===== config.mk =====
export PLATFORM = sky130hd
export DESIGN_NAME = console_line_editor
export DESIGN_NICKNAME = d
export VERILOG_FILES = /design/src/rtl/cle_pkg.sv /design/src/rtl/cle_dpath.sv /design/src/rtl/cle_ctrl.sv /design/src/rtl/console_line_editor.sv
export VERILOG_INCLUDE_DIRS = /design/src /design/src/rtl
export SDC_FILE = /design/constraint.sdc
export NUM_CORES = 2
export LEC_CHECK = 0
export ABC_AREA = 1
export BUFFER_PORTS_ARGS = -buffer_cell sky130_fd_sc_hd__buf_2
export CORE_MARGIN = 1
export CORE_UTILIZATION = 30
export DETAILED_ROUTE_END_ITERATION = 7
export PLACE_DENSITY = 0.43
export RECOVER_POWER = 50
export SLEW_MARGIN = 20
export SYNTH_ARGS = -nofsm -noshare
export SYNTH_HDL_FRONTEND = slang
export SYNTH_HIERARCHICAL = 1
export SYNTH_SLANG_ARGS = --single-unit
export TNS_END_PERCENT = 10

===== constraint.sdc =====
create_clock -name clock -period 15.8 [get_ports clock]
set_clock_uncertainty 0.2 [all_clocks]
set_input_delay 3.16 -clock clock [delete_from_list [all_inputs] [get_ports clock]]
set_output_delay 3.16 -clock clock [all_outputs]
set_load 0.005 [all_outputs]

===== src/rtl/console_line_editor_assert.svh =====
// Assertion macros for the line editor RTL.
// Simulation builds expand them; synthesis builds see empty bodies.
`ifndef CONSOLE_LINE_EDITOR_ASSERT_SVH
`define CONSOLE_LINE_EDITOR_ASSERT_SVH
`ifndef SYNTHESIS
`define CLE_ASSERT_ALWAYS(label, clk, rst, cond, msg) \
   label: assert property (@(posedge clk) disable iff (rst) (cond)) else $error(msg);
`define CLE_ASSERT_IMPLY(label, clk, rst, ante, cons, msg) \
   label: assert property (@(posedge clk) disable iff (rst) (ante) |-> (cons)) else $error(msg);
`else
`define CLE_ASSERT_ALWAYS(label, clk, rst, cond, msg)
`define CLE_ASSERT_IMPLY(label, clk, rst, ante, cons, msg)
`endif
`endif


===== src/rtl/cle_pkg.sv =====
// Shared constants, codes and controller/datapath interface types of the line editor.
// No dependencies.
`default_nettype none
package cle_pkg;

   localparam int LINE_LEN   = 256;
   localparam int IDX_W      = (LINE_LEN > 1) ? $clog2(LINE_LEN) : 1;
   localparam int POS_W      = $clog2(LINE_LEN + 1);
   localparam int KIND_W     = 2;
   localparam int KEY_W      = 8;
   localparam int OFFSET_W   = 10;
   localparam int RIDX_W     = 8;
   localparam int OUT_POS_W  = 9;
   localparam int CHAR_W     = 8;
   localparam int MOVE_W     = ((POS_W > OFFSET_W) ? POS_W : OFFSET_W) + 2;
   localparam int CMP_W      = (POS_W > RIDX_W) ? POS_W : RIDX_W;
   localparam int REQ_DATA_W = 32;
   localparam int REQ_PAD_W  = REQ_DATA_W - (KEY_W + OFFSET_W + RIDX_W);
   localparam int RSP_DATA_W = 32;
   localparam int RSP_PAD_W  = RSP_DATA_W - (2 + 2 * OUT_POS_W + CHAR_W);

   typedef enum logic [KIND_W-1:0] {
      KIND_KEY  = 2'd0,
      KIND_MOVE = 2'd1,
      KIND_READ = 2'd2,
      KIND_NOP  = 2'd3
   } kind_type;

   localparam logic [KEY_W-1:0] KEY_HOME      = 8'd1;
   localparam logic [KEY_W-1:0] KEY_END       = 8'd5;
   localparam logic [KEY_W-1:0] KEY_KILL      = 8'd11;
   localparam logic [KEY_W-1:0] KEY_TRANSPOSE = 8'd20;
   localparam logic [KEY_W-1:0] KEY_WORD_DEL  = 8'd23;
   localparam logic [KEY_W-1:0] KEY_DEL       = 8'd127;
   localparam logic [KEY_W-1:0] KEY_PRINT_LO  = 8'd32;
   localparam logic [KEY_W-1:0] KEY_PRINT_HI  = 8'd126;
   localparam logic [CHAR_W-1:0] SPACE_CHAR   = 8'h20;

   typedef enum logic [4:0] {
      CMD_NONE,
      CMD_LOAD,
      CMD_HOME,
      CMD_END,
      CMD_KILL,
      CMD_MOVE,
      CMD_RD_IDX,
      CMD_INS_INIT,
      CMD_SHR_ISSUE,
      CMD_SHR_STEP,
      CMD_PUT,
      CMD_DEL_INIT,
      CMD_SCAN_INIT,
      CMD_SCAN_STEP,
      CMD_SCAN_SPACE,
      CMD_SCAN_ZERO,
      CMD_SHL_ISSUE,
      CMD_SHL_STEP,
      CMD_SHL_FIN,
      CMD_TR_INIT,
      CMD_TR_RD_HI,
      CMD_TR_RD_LO,
      CMD_TR_WR_HI,
      CMD_TR_WR_LO,
      CMD_RESULT
   } cmd_op_type;

   typedef struct packed {
      cmd_op_type op;
      logic       accepted;
      logic       dropped;
      logic       with_read;
   } cmd_type;

   typedef struct packed {
      logic full;
      logic cursor_zero;
      logic cursor_one;
      logic short_line;
      logic ptr_at_cursor;
      logic ptr_next_at_cursor;
      logic ptr_zero;
      logic src_at_end;
      logic space_hit;
   } status_type;

   function automatic logic [OUT_POS_W-1:0] out_pos(input logic [POS_W-1:0] pos);
      logic [POS_W+OUT_POS_W-1:0] wide;
      wide = {{OUT_POS_W{1'b0}}, pos};
      return wide[OUT_POS_W-1:0];
   endfunction

endpackage
`default_nettype wire


===== src/rtl/cle_dpath.sv =====
// Line editor datapath: line memory, cursor and length, shift pointers, result register.
// Depends on cle_pkg and console_line_editor_assert.svh; driven by cle_ctrl commands.
`default_nettype none
`include "console_line_editor_assert.svh"
module cle_dpath (
   input  wire logic                                clock,
   input  wire logic                                reset,
   input  wire cle_pkg::cmd_type                    cmd,
   input  wire logic [cle_pkg::KEY_W-1:0]           key_code,
   input  wire logic signed [cle_pkg::OFFSET_W-1:0] move_offset,
   input  wire logic [cle_pkg::RIDX_W-1:0]          read_index,
   output cle_pkg::status_type                      status,
   output logic                                     res_accepted,
   output logic                                     res_dropped,
   output logic [cle_pkg::OUT_POS_W-1:0]            res_cursor,
   output logic [cle_pkg::OUT_POS_W-1:0]            res_length,
   output logic [cle_pkg::CHAR_W-1:0]               res_char
);
   import cle_pkg::*;

   logic [CHAR_W-1:0] line_mem [LINE_LEN];

   logic [POS_W-1:0] cursor_ff, cursor_in;
   logic [POS_W-1:0] length_ff, length_in;
   logic [POS_W-1:0] ptr_ff, ptr_in;
   logic [POS_W-1:0] src_ff, src_in;
   logic [POS_W-1:0] dst_ff, dst_in;
   logic [KEY_W-1:0] key_ff;
   logic signed [OFFSET_W-1:0] offset_ff;
   logic [RIDX_W-1:0] index_ff;
   logic [CHAR_W-1:0] rd_data_ff;
   logic [CHAR_W-1:0] hold_ff, hold_in;

   logic              rd_en;
   logic              wr_en;
   logic [IDX_W-1:0]  rd_addr;
   logic [IDX_W-1:0]  wr_addr;
   logic [CHAR_W-1:0] wr_data;

   logic [POS_W-1:0] ptr_dec;
   logic [POS_W-1:0] ptr_dec2;
   logic [POS_W-1:0] ptr_inc;
   logic [POS_W-1:0] cursor_dec;
   logic [POS_W-1:0] cursor_dec2;
   logic [POS_W-1:0] cursor_inc;
   logic [POS_W-1:0] trans_pos;
   logic signed [MOVE_W-1:0] move_sum;
   logic signed [MOVE_W-1:0] move_len;
   logic [POS_W-1:0] move_pos;
   logic [RIDX_W+IDX_W-1:0] index_wide;
   logic [IDX_W-1:0] index_addr;
   logic index_in_line;

   assign ptr_dec     = ptr_ff - 1'b1;
   assign ptr_dec2    = ptr_ff - POS_W'(2);
   assign ptr_inc     = ptr_ff + 1'b1;
   assign cursor_dec  = cursor_ff - 1'b1;
   assign cursor_dec2 = cursor_ff - POS_W'(2);
   assign cursor_inc  = cursor_ff + 1'b1;
   assign trans_pos   = (cursor_ff >= length_ff) ? (length_ff - 1'b1) : cursor_ff;

   assign move_len = $signed(MOVE_W'(length_ff));
   assign move_sum = MOVE_W'(offset_ff) + $signed(MOVE_W'(cursor_ff));

   always_comb begin
      if (move_sum < 0) begin
         move_pos = '0;
      end else if (move_sum > move_len) begin
         move_pos = length_ff;
      end else begin
         move_pos = move_sum[POS_W-1:0];
      end
   end

   assign index_wide    = {{IDX_W{1'b0}}, index_ff};
   assign index_addr    = index_wide[IDX_W-1:0];
   assign index_in_line = CMP_W'(index_ff) < CMP_W'(length_ff);

   always_comb begin
      status.full               = (length_ff == POS_W'(LINE_LEN));
      status.cursor_zero        = (cursor_ff == '0);
      status.cursor_one         = (cursor_ff == POS_W'(1));
      status.short_line         = (length_ff < POS_W'(2));
      status.ptr_at_cursor      = (ptr_ff == cursor_ff);
      status.ptr_next_at_cursor = (ptr_ff == cursor_inc);
      status.ptr_zero           = (ptr_ff == '0);
      status.src_at_end         = (src_ff == length_ff);
      status.space_hit          = (rd_data_ff == SPACE_CHAR);
   end

   always_comb begin
      cursor_in = cursor_ff;
      length_in = length_ff;
      ptr_in    = ptr_ff;
      src_in    = src_ff;
      dst_in    = dst_ff;
      hold_in   = hold_ff;
      rd_en     = 1'b0;
      rd_addr   = ptr_ff[IDX_W-1:0];
      wr_en     = 1'b0;
      wr_addr   = ptr_ff[IDX_W-1:0];
      wr_data   = rd_data_ff;
      case (cmd.op)
         CMD_HOME: begin
            cursor_in = '0;
         end
         CMD_END: begin
            cursor_in = length_ff;
         end
         CMD_KILL: begin
            length_in = cursor_ff;
         end
         CMD_MOVE: begin
            cursor_in = move_pos;
         end
         CMD_RD_IDX: begin
            rd_en   = 1'b1;
            rd_addr = index_addr;
         end
         CMD_INS_INIT: begin
            ptr_in = length_ff;
         end
         CMD_SHR_ISSUE: begin
            rd_en   = 1'b1;
            rd_addr = ptr_dec[IDX_W-1:0];
         end
         CMD_SHR_STEP: begin
            wr_en   = 1'b1;
            ptr_in  = ptr_dec;
            rd_en   = 1'b1;
            rd_addr = ptr_dec2[IDX_W-1:0];
         end
         CMD_PUT: begin
            wr_en     = 1'b1;
            wr_addr   = cursor_ff[IDX_W-1:0];
            wr_data   = key_ff;
            cursor_in = cursor_inc;
            length_in = length_ff + 1'b1;
         end
         CMD_DEL_INIT: begin
            dst_in    = cursor_dec;
            src_in    = cursor_ff;
            cursor_in = cursor_dec;
         end
         CMD_SCAN_INIT: begin
            ptr_in  = cursor_dec2;
            src_in  = cursor_ff;
            rd_en   = 1'b1;
            rd_addr = cursor_dec2[IDX_W-1:0];
         end
         CMD_SCAN_STEP: begin
            ptr_in  = ptr_dec;
            rd_en   = 1'b1;
            rd_addr = ptr_dec[IDX_W-1:0];
         end
         CMD_SCAN_SPACE: begin
            dst_in    = ptr_inc;
            cursor_in = ptr_inc;
         end
         CMD_SCAN_ZERO: begin
            dst_in    = '0;
            cursor_in = '0;
         end
         CMD_SHL_ISSUE: begin
            rd_en   = 1'b1;
            rd_addr = src_ff[IDX_W-1:0];
            src_in  = src_ff + 1'b1;
         end
         CMD_SHL_STEP: begin
            wr_en   = 1'b1;
            wr_addr = dst_ff[IDX_W-1:0];
            dst_in  = dst_ff + 1'b1;
            rd_en   = 1'b1;
            rd_addr = src_ff[IDX_W-1:0];
            src_in  = src_ff + 1'b1;
         end
         CMD_SHL_FIN: begin
            length_in = dst_ff;
         end
         CMD_TR_INIT: begin
            ptr_in    = trans_pos;
            cursor_in = trans_pos + 1'b1;
         end
         CMD_TR_RD_HI: begin
            rd_en = 1'b1;
         end
         CMD_TR_RD_LO: begin
            hold_in = rd_data_ff;
            rd_en   = 1'b1;
            rd_addr = ptr_dec[IDX_W-1:0];
         end
         CMD_TR_WR_HI: begin
            wr_en = 1'b1;
         end
         CMD_TR_WR_LO: begin
            wr_en   = 1'b1;
            wr_addr = ptr_dec[IDX_W-1:0];
            wr_data = hold_ff;
         end
         default: begin
         end
      endcase
   end

   always_ff @(posedge clock) begin
      if (wr_en) begin
         line_mem[wr_addr] <= wr_data;
      end
      if (rd_en) begin
         rd_data_ff <= line_mem[rd_addr];
      end
   end

   always_ff @(posedge clock) begin
      if (reset) begin
         cursor_ff <= '0;
         length_ff <= '0;
      end else begin
         cursor_ff <= cursor_in;
         length_ff <= length_in;
      end
   end

   always_ff @(posedge clock) begin
      ptr_ff  <= ptr_in;
      src_ff  <= src_in;
      dst_ff  <= dst_in;
      hold_ff <= hold_in;
      if (cmd.op == CMD_LOAD) begin
         key_ff    <= key_code;
         offset_ff <= move_offset;
         index_ff  <= read_index;
      end
      if (cmd.op == CMD_RESULT) begin
         res_accepted <= cmd.accepted;
         res_dropped  <= cmd.dropped;
         res_cursor   <= out_pos(cursor_ff);
         res_length   <= out_pos(length_ff);
         res_char     <= (cmd.with_read && index_in_line) ? rd_data_ff : '0;
      end
   end

   `CLE_ASSERT_ALWAYS(a_cursor_in_line, clock, reset, cursor_ff <= length_ff, "cursor past line end")
   `CLE_ASSERT_ALWAYS(a_length_bounded, clock, reset, length_ff <= POS_W'(LINE_LEN), "line overflow")
   `CLE_ASSERT_IMPLY(a_shl_order, clock, reset, cmd.op == CMD_SHL_STEP, dst_ff < src_ff, "shift overlap")

endmodule
`default_nettype wire


===== src/rtl/cle_ctrl.sv =====
// Line editor controller: decodes each request and sequences datapath commands.
// Depends on cle_pkg; drives cle_dpath through cmd_type and reads status_type.
`default_nettype none
module cle_ctrl (
   input  wire logic                            clock,
   input  wire logic                            reset,
   input  wire logic                            req_tvalid,
   output logic                                 req_tready,
   input  wire logic [cle_pkg::KIND_W-1:0]      req_kind,
   input  wire logic [cle_pkg::KEY_W-1:0]       req_key,
   output logic                                 rsp_tvalid,
   input  wire logic                            rsp_tready,
   input  wire cle_pkg::status_type             status,
   output cle_pkg::cmd_type                     cmd
);
   import cle_pkg::*;

   typedef enum logic [4:0] {
      S_IDLE,
      S_HOME,
      S_END,
      S_KILL,
      S_MOVE,
      S_RDX,
      S_INS_INIT,
      S_SHR_ISSUE,
      S_SHR,
      S_PUT,
      S_BD,
      S_WD,
      S_SCAN,
      S_SHL_ISSUE,
      S_SHL,
      S_SHL_FIN,
      S_TR,
      S_TR_RH,
      S_TR_RL,
      S_TR_WH,
      S_TR_WL,
      S_RESP
   } state_type;

   state_type state_ff, state_in;
   logic acc_ff, acc_in;
   logic drop_ff, drop_in;
   logic rd_ff, rd_in;
   logic rsp_valid_ff, rsp_valid_in;
   logic printable;

   assign printable  = (req_key >= KEY_PRINT_LO) && (req_key <= KEY_PRINT_HI);
   assign req_tready = (state_ff == S_IDLE);
   assign rsp_tvalid = rsp_valid_ff;

   always_comb begin
      state_in      = state_ff;
      acc_in        = acc_ff;
      drop_in       = drop_ff;
      rd_in         = rd_ff;
      rsp_valid_in  = rsp_valid_ff & ~rsp_tready;
      cmd.op        = CMD_NONE;
      cmd.accepted  = acc_ff;
      cmd.dropped   = drop_ff;
      cmd.with_read = rd_ff;
      case (state_ff)
         S_IDLE: begin
            if (req_tvalid) begin
               cmd.op  = CMD_LOAD;
               acc_in  = 1'b0;
               drop_in = 1'b0;
               rd_in   = 1'b0;
               case (kind_type'(req_kind))
                  KIND_KEY: begin
                     acc_in = 1'b1;
                     if (printable) begin
                        if (status.full) begin
                           drop_in  = 1'b1;
                           state_in = S_RESP;
                        end else begin
                           state_in = S_INS_INIT;
                        end
                     end else begin
                        case (req_key)
                           KEY_HOME:      state_in = S_HOME;
                           KEY_END:       state_in = S_END;
                           KEY_KILL:      state_in = S_KILL;
                           KEY_TRANSPOSE: state_in = S_TR;
                           KEY_WORD_DEL:  state_in = S_WD;
                           KEY_DEL:       state_in = S_BD;
                           default: begin
                              acc_in   = 1'b0;
                              state_in = S_RESP;
                           end
                        endcase
                     end
                  end
                  KIND_MOVE: state_in = S_MOVE;
                  KIND_READ: begin
                     rd_in    = 1'b1;
                     state_in = S_RDX;
                  end
                  default: state_in = S_RESP;
               endcase
            end
         end
         S_HOME: begin
            cmd.op   = CMD_HOME;
            state_in = S_RESP;
         end
         S_END: begin
            cmd.op   = CMD_END;
            state_in = S_RESP;
         end
         S_KILL: begin
            cmd.op   = CMD_KILL;
            state_in = S_RESP;
         end
         S_MOVE: begin
            cmd.op   = CMD_MOVE;
            state_in = S_RESP;
         end
         S_RDX: begin
            cmd.op   = CMD_RD_IDX;
            state_in = S_RESP;
         end
         S_INS_INIT: begin
            cmd.op   = CMD_INS_INIT;
            state_in = S_SHR_ISSUE;
         end
         S_SHR_ISSUE: begin
            if (status.ptr_at_cursor) begin
               state_in = S_PUT;
            end else begin
               cmd.op   = CMD_SHR_ISSUE;
               state_in = S_SHR;
            end
         end
         S_SHR: begin
            cmd.op = CMD_SHR_STEP;
            if (status.ptr_next_at_cursor) begin
               state_in = S_PUT;
            end
         end
         S_PUT: begin
            cmd.op   = CMD_PUT;
            state_in = S_RESP;
         end
         S_BD: begin
            if (status.cursor_zero) begin
               state_in = S_RESP;
            end else begin
               cmd.op   = CMD_DEL_INIT;
               state_in = S_SHL_ISSUE;
            end
         end
         S_WD: begin
            if (status.cursor_zero) begin
               state_in = S_RESP;
            end else if (status.cursor_one) begin
               cmd.op   = CMD_DEL_INIT;
               state_in = S_SHL_ISSUE;
            end else begin
               cmd.op   = CMD_SCAN_INIT;
               state_in = S_SCAN;
            end
         end
         S_SCAN: begin
            if (status.space_hit) begin
               cmd.op   = CMD_SCAN_SPACE;
               state_in = S_SHL_ISSUE;
            end else if (status.ptr_zero) begin
               cmd.op   = CMD_SCAN_ZERO;
               state_in = S_SHL_ISSUE;
            end else begin
               cmd.op = CMD_SCAN_STEP;
            end
         end
         S_SHL_ISSUE: begin
            if (status.src_at_end) begin
               cmd.op   = CMD_SHL_FIN;
               state_in = S_RESP;
            end else begin
               cmd.op   = CMD_SHL_ISSUE;
               state_in = S_SHL;
            end
         end
         S_SHL: begin
            cmd.op = CMD_SHL_STEP;
            if (status.src_at_end) begin
               state_in = S_SHL_FIN;
            end
         end
         S_SHL_FIN: begin
            cmd.op   = CMD_SHL_FIN;
            state_in = S_RESP;
         end
         S_TR: begin
            if (status.short_line || status.cursor_zero) begin
               state_in = S_RESP;
            end else begin
               cmd.op   = CMD_TR_INIT;
               state_in = S_TR_RH;
            end
         end
         S_TR_RH: begin
            cmd.op   = CMD_TR_RD_HI;
            state_in = S_TR_RL;
         end
         S_TR_RL: begin
            cmd.op   = CMD_TR_RD_LO;
            state_in = S_TR_WH;
         end
         S_TR_WH: begin
            cmd.op   = CMD_TR_WR_HI;
            state_in = S_TR_WL;
         end
         S_TR_WL: begin
            cmd.op   = CMD_TR_WR_LO;
            state_in = S_RESP;
         end
         S_RESP: begin
            if (!rsp_valid_ff || rsp_tready) begin
               cmd.op       = CMD_RESULT;
               rsp_valid_in = 1'b1;
               state_in     = S_IDLE;
            end
         end
         default: state_in = S_IDLE;
      endcase
   end

   always_ff @(posedge clock) begin
      if (reset) begin
         state_ff     <= S_IDLE;
         acc_ff       <= 1'b0;
         drop_ff      <= 1'b0;
         rd_ff        <= 1'b0;
         rsp_valid_ff <= 1'b0;
      end else begin
         state_ff     <= state_in;
         acc_ff       <= acc_in;
         drop_ff      <= drop_in;
         rd_ff        <= rd_in;
         rsp_valid_ff <= rsp_valid_in;
      end
   end

endmodule
`default_nettype wire


===== src/rtl/console_line_editor.sv =====
// Line editor top level over cle_pkg, cle_ctrl and cle_dpath; one transaction at a time.
// Unknown keys, kind 3 and a byte dropped on a full line go straight to the response; home,
// end, kill, move and read each issue one command; transpose reads and rewrites two bytes;
// insert shifts the tail right and delete shifts it left, the memory moving one byte a cycle;
// word delete first scans back for a space; a held result stalls the response.
// Reset clears cursor, length and both handshakes; line memory is not cleared.
`default_nettype none
module console_line_editor (
   input  wire logic                               clock,
   input  wire logic                               reset,
   input  wire logic                               req_tvalid,
   output logic                                    req_tready,
   // key_code [7:0], move_offset [17:8], read_index [25:18]
   input  wire logic [cle_pkg::REQ_DATA_W-1:0]     req_tdata,
   // kind [1:0]
   input  wire logic [cle_pkg::KIND_W-1:0]         req_tuser,
   output logic                                    rsp_tvalid,
   input  wire logic                               rsp_tready,
   // accepted [0], dropped_full [1], cursor_pos [10:2], line_length [19:11], read_char [27:20]
   output logic [cle_pkg::RSP_DATA_W-1:0]          rsp_tdata
);
   import cle_pkg::*;

   cmd_type    cmd;
   status_type status;

   logic [KEY_W-1:0]           key_code;
   logic signed [OFFSET_W-1:0] move_offset;
   logic [RIDX_W-1:0]          read_index;
   logic                       res_accepted;
   logic                       res_dropped;
   logic [OUT_POS_W-1:0]       res_cursor;
   logic [OUT_POS_W-1:0]       res_length;
   logic [CHAR_W-1:0]          res_char;

   assign key_code    = req_tdata[KEY_W-1:0];
   assign move_offset = $signed(req_tdata[KEY_W+OFFSET_W-1:KEY_W]);
   assign read_index  = req_tdata[KEY_W+OFFSET_W+RIDX_W-1:KEY_W+OFFSET_W];

   cle_ctrl u_ctrl (
      .clock      (clock),
      .reset      (reset),
      .req_tvalid (req_tvalid),
      .req_tready (req_tready),
      .req_kind   (req_tuser),
      .req_key    (key_code),
      .rsp_tvalid (rsp_tvalid),
      .rsp_tready (rsp_tready),
      .status     (status),
      .cmd        (cmd)
   );

   cle_dpath u_dpath (
      .clock        (clock),
      .reset        (reset),
      .cmd          (cmd),
      .key_code     (key_code),
      .move_offset  (move_offset),
      .read_index   (read_index),
      .status       (status),
      .res_accepted (res_accepted),
      .res_dropped  (res_dropped),
      .res_cursor   (res_cursor),
      .res_length   (res_length),
      .res_char     (res_char)
   );

   assign rsp_tdata = {{RSP_PAD_W{1'b0}}, res_char, res_length, res_cursor,
                       res_dropped, res_accepted};

endmodule
`default_nettype wire

==> flow_summary_export.csv <==
group,metric,value,unit
global_route,grt_pass1_vias,65018,
hold_path,hold_class,"reg2reg",
critical_path,crit_fanout,65,
synth,ys_warn_count,6,
cells_and_area,drive_above_1_share,5.36,%
clock_network,clockRootBuffer,"clkbuf_16",
place,io_buffers,61,
synth,yosysTopAreaCellShare,64.9,%
detailed_routing,routedWlPerCell,22.1,µm
clock_network,cts_setup_buffers,0,
critical_path,ff2ff_setup_slack,4350,ps
synth,ys_ff_latch,2172,
synth,synth_area,99300,µm²
sta,max_freq,83.5,MHz
synth,synth-edff-count,2145,
synth,synthCells,9707,
critical_path,cp-start-kind,"input port",
cells_and_area,layout_commonest_cell,"nand2_1",
sta,hold_violations,0,
place,dp_hpwl,180000,µm
detailed_routing,avgViaCountPerCell,4.81,
sta,max_slew.worst_pin.slew,4780,ps
clock_network,hold_buffers,0,
clock_network,cts_tree,"built",
detailed_routing,top_layer,"met5",
hold_path,hold_end,"u_dpath/res_accepted",
outcome,outcome,"finished, violations left",
clock_network,numCtsBuffers,241,
clock_network,h-tree-depth,4,
clock_network,ctsResizeCount,0,
sta,finalMaxSlewViolations,1508,
critical_path,cp_data_required_time,15890,ps
floorplan,die_w,577,µm
floorplan,rows,210,
global_route,grt_usage,18.3,%
global_route,grt_overflow,0,
cells_and_area,final_cell_mix,"2179 x nand2_1, 2145 x edfxtp_1, 1907 x nand3_1, 1512 x inv_1, 451 x nor2_1",
place,place.gp.congestion,0.876,
clock_network,clkTransAtPathRegs,60,ps
detailed_routing,drtPass1Iterations,6,
sta,whs,237,ps
floorplan,start_util,30.2,%
clock_network,clock_path_buffers,4,
sta,setup_slack,3830,ps
sta,min_period,11970,ps
hold_path,hp-start,"u_ctrl/acc_ff",
floorplan,coreArea,328000,µm²
floorplan,io_pins,72,
detailed_routing,drt-total-wl,311000,µm
sta,setup_viol,0,
detailed_routing,wl_met3,16900,µm
cells_and_area,nets,9675,
critical_path,r2r.worst_path.cells,17,
detailed_routing,drc_errors,0,
global_route,antenna_found_initial,11,
global_route,grt_pass1_wl,453000,µm
critical_path,worstReg2RegEnd,"u_dpath/line_mem[38][0]",
sta,rsz0062_at_grt,"no",
sta,timing.final.crit_share,75.8,%
critical_path,rr_startpoint,"u_dpath/cursor_ff[2]",
synth,yosysUniqueCellTypes,60,
detailed_routing,met1_length,142000,µm
synth,yosys-top-cells-area,"edfxtp_1 65%, nand3_1 9.6%, nand2_1 8.3%, inv_1 5.7%, nand3b_1 2.2%",
synth,synth_area_per_cell,10.2,µm²
floorplan,die_area,333000,µm²
global_route,grt_max_degree,178,
clock_network,insertion_delay,930,ps
critical_path,critical_path_class,"in2reg",
synth,synth_flop_cell,"edfxtp_1",
detailed_routing,drt_iter0_drc,6120,
hold_path,hold_path_depth,0,
detailed_routing,vias,67901,
detailed_routing,wl_met2,144000,µm
critical_path,crit_arrival,12060,ps
clock_network,cts_num_sinks,2172,
place,pre_cts_ws,5260,ps
flow_run,maxCapViolations,32,
outcome,violations,"capacitance limit, slew limit",
cells_and_area,area_growth_syn_to_layout,11.6,%
floorplan,die_h,577,µm
critical_path,crit_path_end_kind,"flip-flop",
synth,async_reset_ff_share,0,%
sta,slew_headroom,-222,%
detailed_routing,drtAntennaViolNets,0,
synth,synth_top_area_cell,"edfxtp_1",
synth,seq_area_frac_synth,65.4,%
-- sequential cells by signal (all words and copies together), names as in the netlist, 5 cells and up --
name                flops
u_dpath/key_ff          8
u_dpath/res_char        8
u_dpath/index_addr      8
u_ctrl/state_ff         5
u_dpath/ptr_ff          9
u_dpath/offset_ff      10
u_dpath/rd_data_ff      8
u_dpath/dst_ff          9
u_dpath/res_cursor      9
u_dpath/hold_ff         8
u_dpath/cursor_ff       9
u_dpath/line_mem     2048
u_dpath/res_length      9
u_dpath/length_ff       9
u_dpath/src_ff          9
-- through the flow --
step / util [%] / cell area, µm² / std cells / setup TNS, ps
2_1_floorplan: - / 99300 / 9710 / -1398180
3_3_place_gp: 31.6 / 104000 / 13682 / 0
3_5_place_dp: 31.6 / 104000 / 13683 / 0
4_1_cts: 33.9 / 111000 / 14117 / 0
5_1_grt: 33.8 / 111000 / 14119 / 0
6_report: 33.8 / 111000 / 14119 / 0
-- kinds of logic after synthesis --
| group | synth area share [%] |
|---|---|
| simple gates | 22.6 |
| flops | 65.4 |
| compound gates | 2.46 |
| xor+xnor | 0.388 |
| other cells | 0.00378 |
| buf+inv | 8.47 |
| fa+ha+maj | 0.726 |
-- cell usage after synthesis (23+ instances only) --
master    instances
nor2_1          443
nand3_1        1906
inv_2            27
nand2_1        2198
o21ai_0          79
buf_1            54
a21oi_1          69
ha_1             56
o211ai_1        120
nand3b_1        290
buf_2           325
edfxtp_1       2145
nor2_2           23
inv_1          1510
xor2_1           36
buf_4            24
dfxtp_1          27
clkbuf_1        156
nor3_1           33
-- worst max-delay path, cell delays in order --
cell	delay, ps
clkbuf_1	100
o21ai_0	430
o2111ai_1	390
nand2_1	210
nor2_1	110
clkinv_1	90
nor2_1	170
nor2_1	140
inv_1	200
o21ai_0	2190
clkbuf_1	2680
clkbuf_1	2120
-- cell type report --
cell class                      instances  area (µm²)
Tap cell                             4346        5440
Clock inverter                        131        1010
Clock buffer                          303        6330
Multi-Input combinational cell       5433       26100
Antenna cell                            2        5.00
Sequential cell                      2172       65000
Timing Repair Buffer                  187        1240
Fill cell                           33190      218000
Inverter                             1545        5840
-- worst max path at each step --
| stage | from | end | slack [ps] | cells after the start |
|---|---|---|---|---|
| 6_report | rsp_tready | u_dpath/line_mem[38][0] | 3830 | 12 |
| 5_1_grt | rsp_tready | u_dpath/line_mem[38][0] | 3240 | 12 |
| 4_1_cts | rsp_tready | u_dpath/rd_data_ff[6] | 6210 | 23 |
| 3_5_place_dp | rsp_tready | u_dpath/rd_data_ff[6] | 5260 | 23 |
| 3_3_place_gp | rsp_tready | u_dpath/rd_data_ff[6] | 5300 | 23 |
| 2_1_floorplan | rsp_tready | u_dpath/line_mem[0][5] | -680 | 9 |
-- layer usage --
metal  global-route usage, %  vias up
met4                    5.21        2
met1                    25.4    33376
met5                       0        -
met2                    29.8     1850
met3                    2.49      402
li1                        -    32271
Power is not shown: default switching activity piles up to over one toggle a cycle in this logic, so the estimate is an artifact.
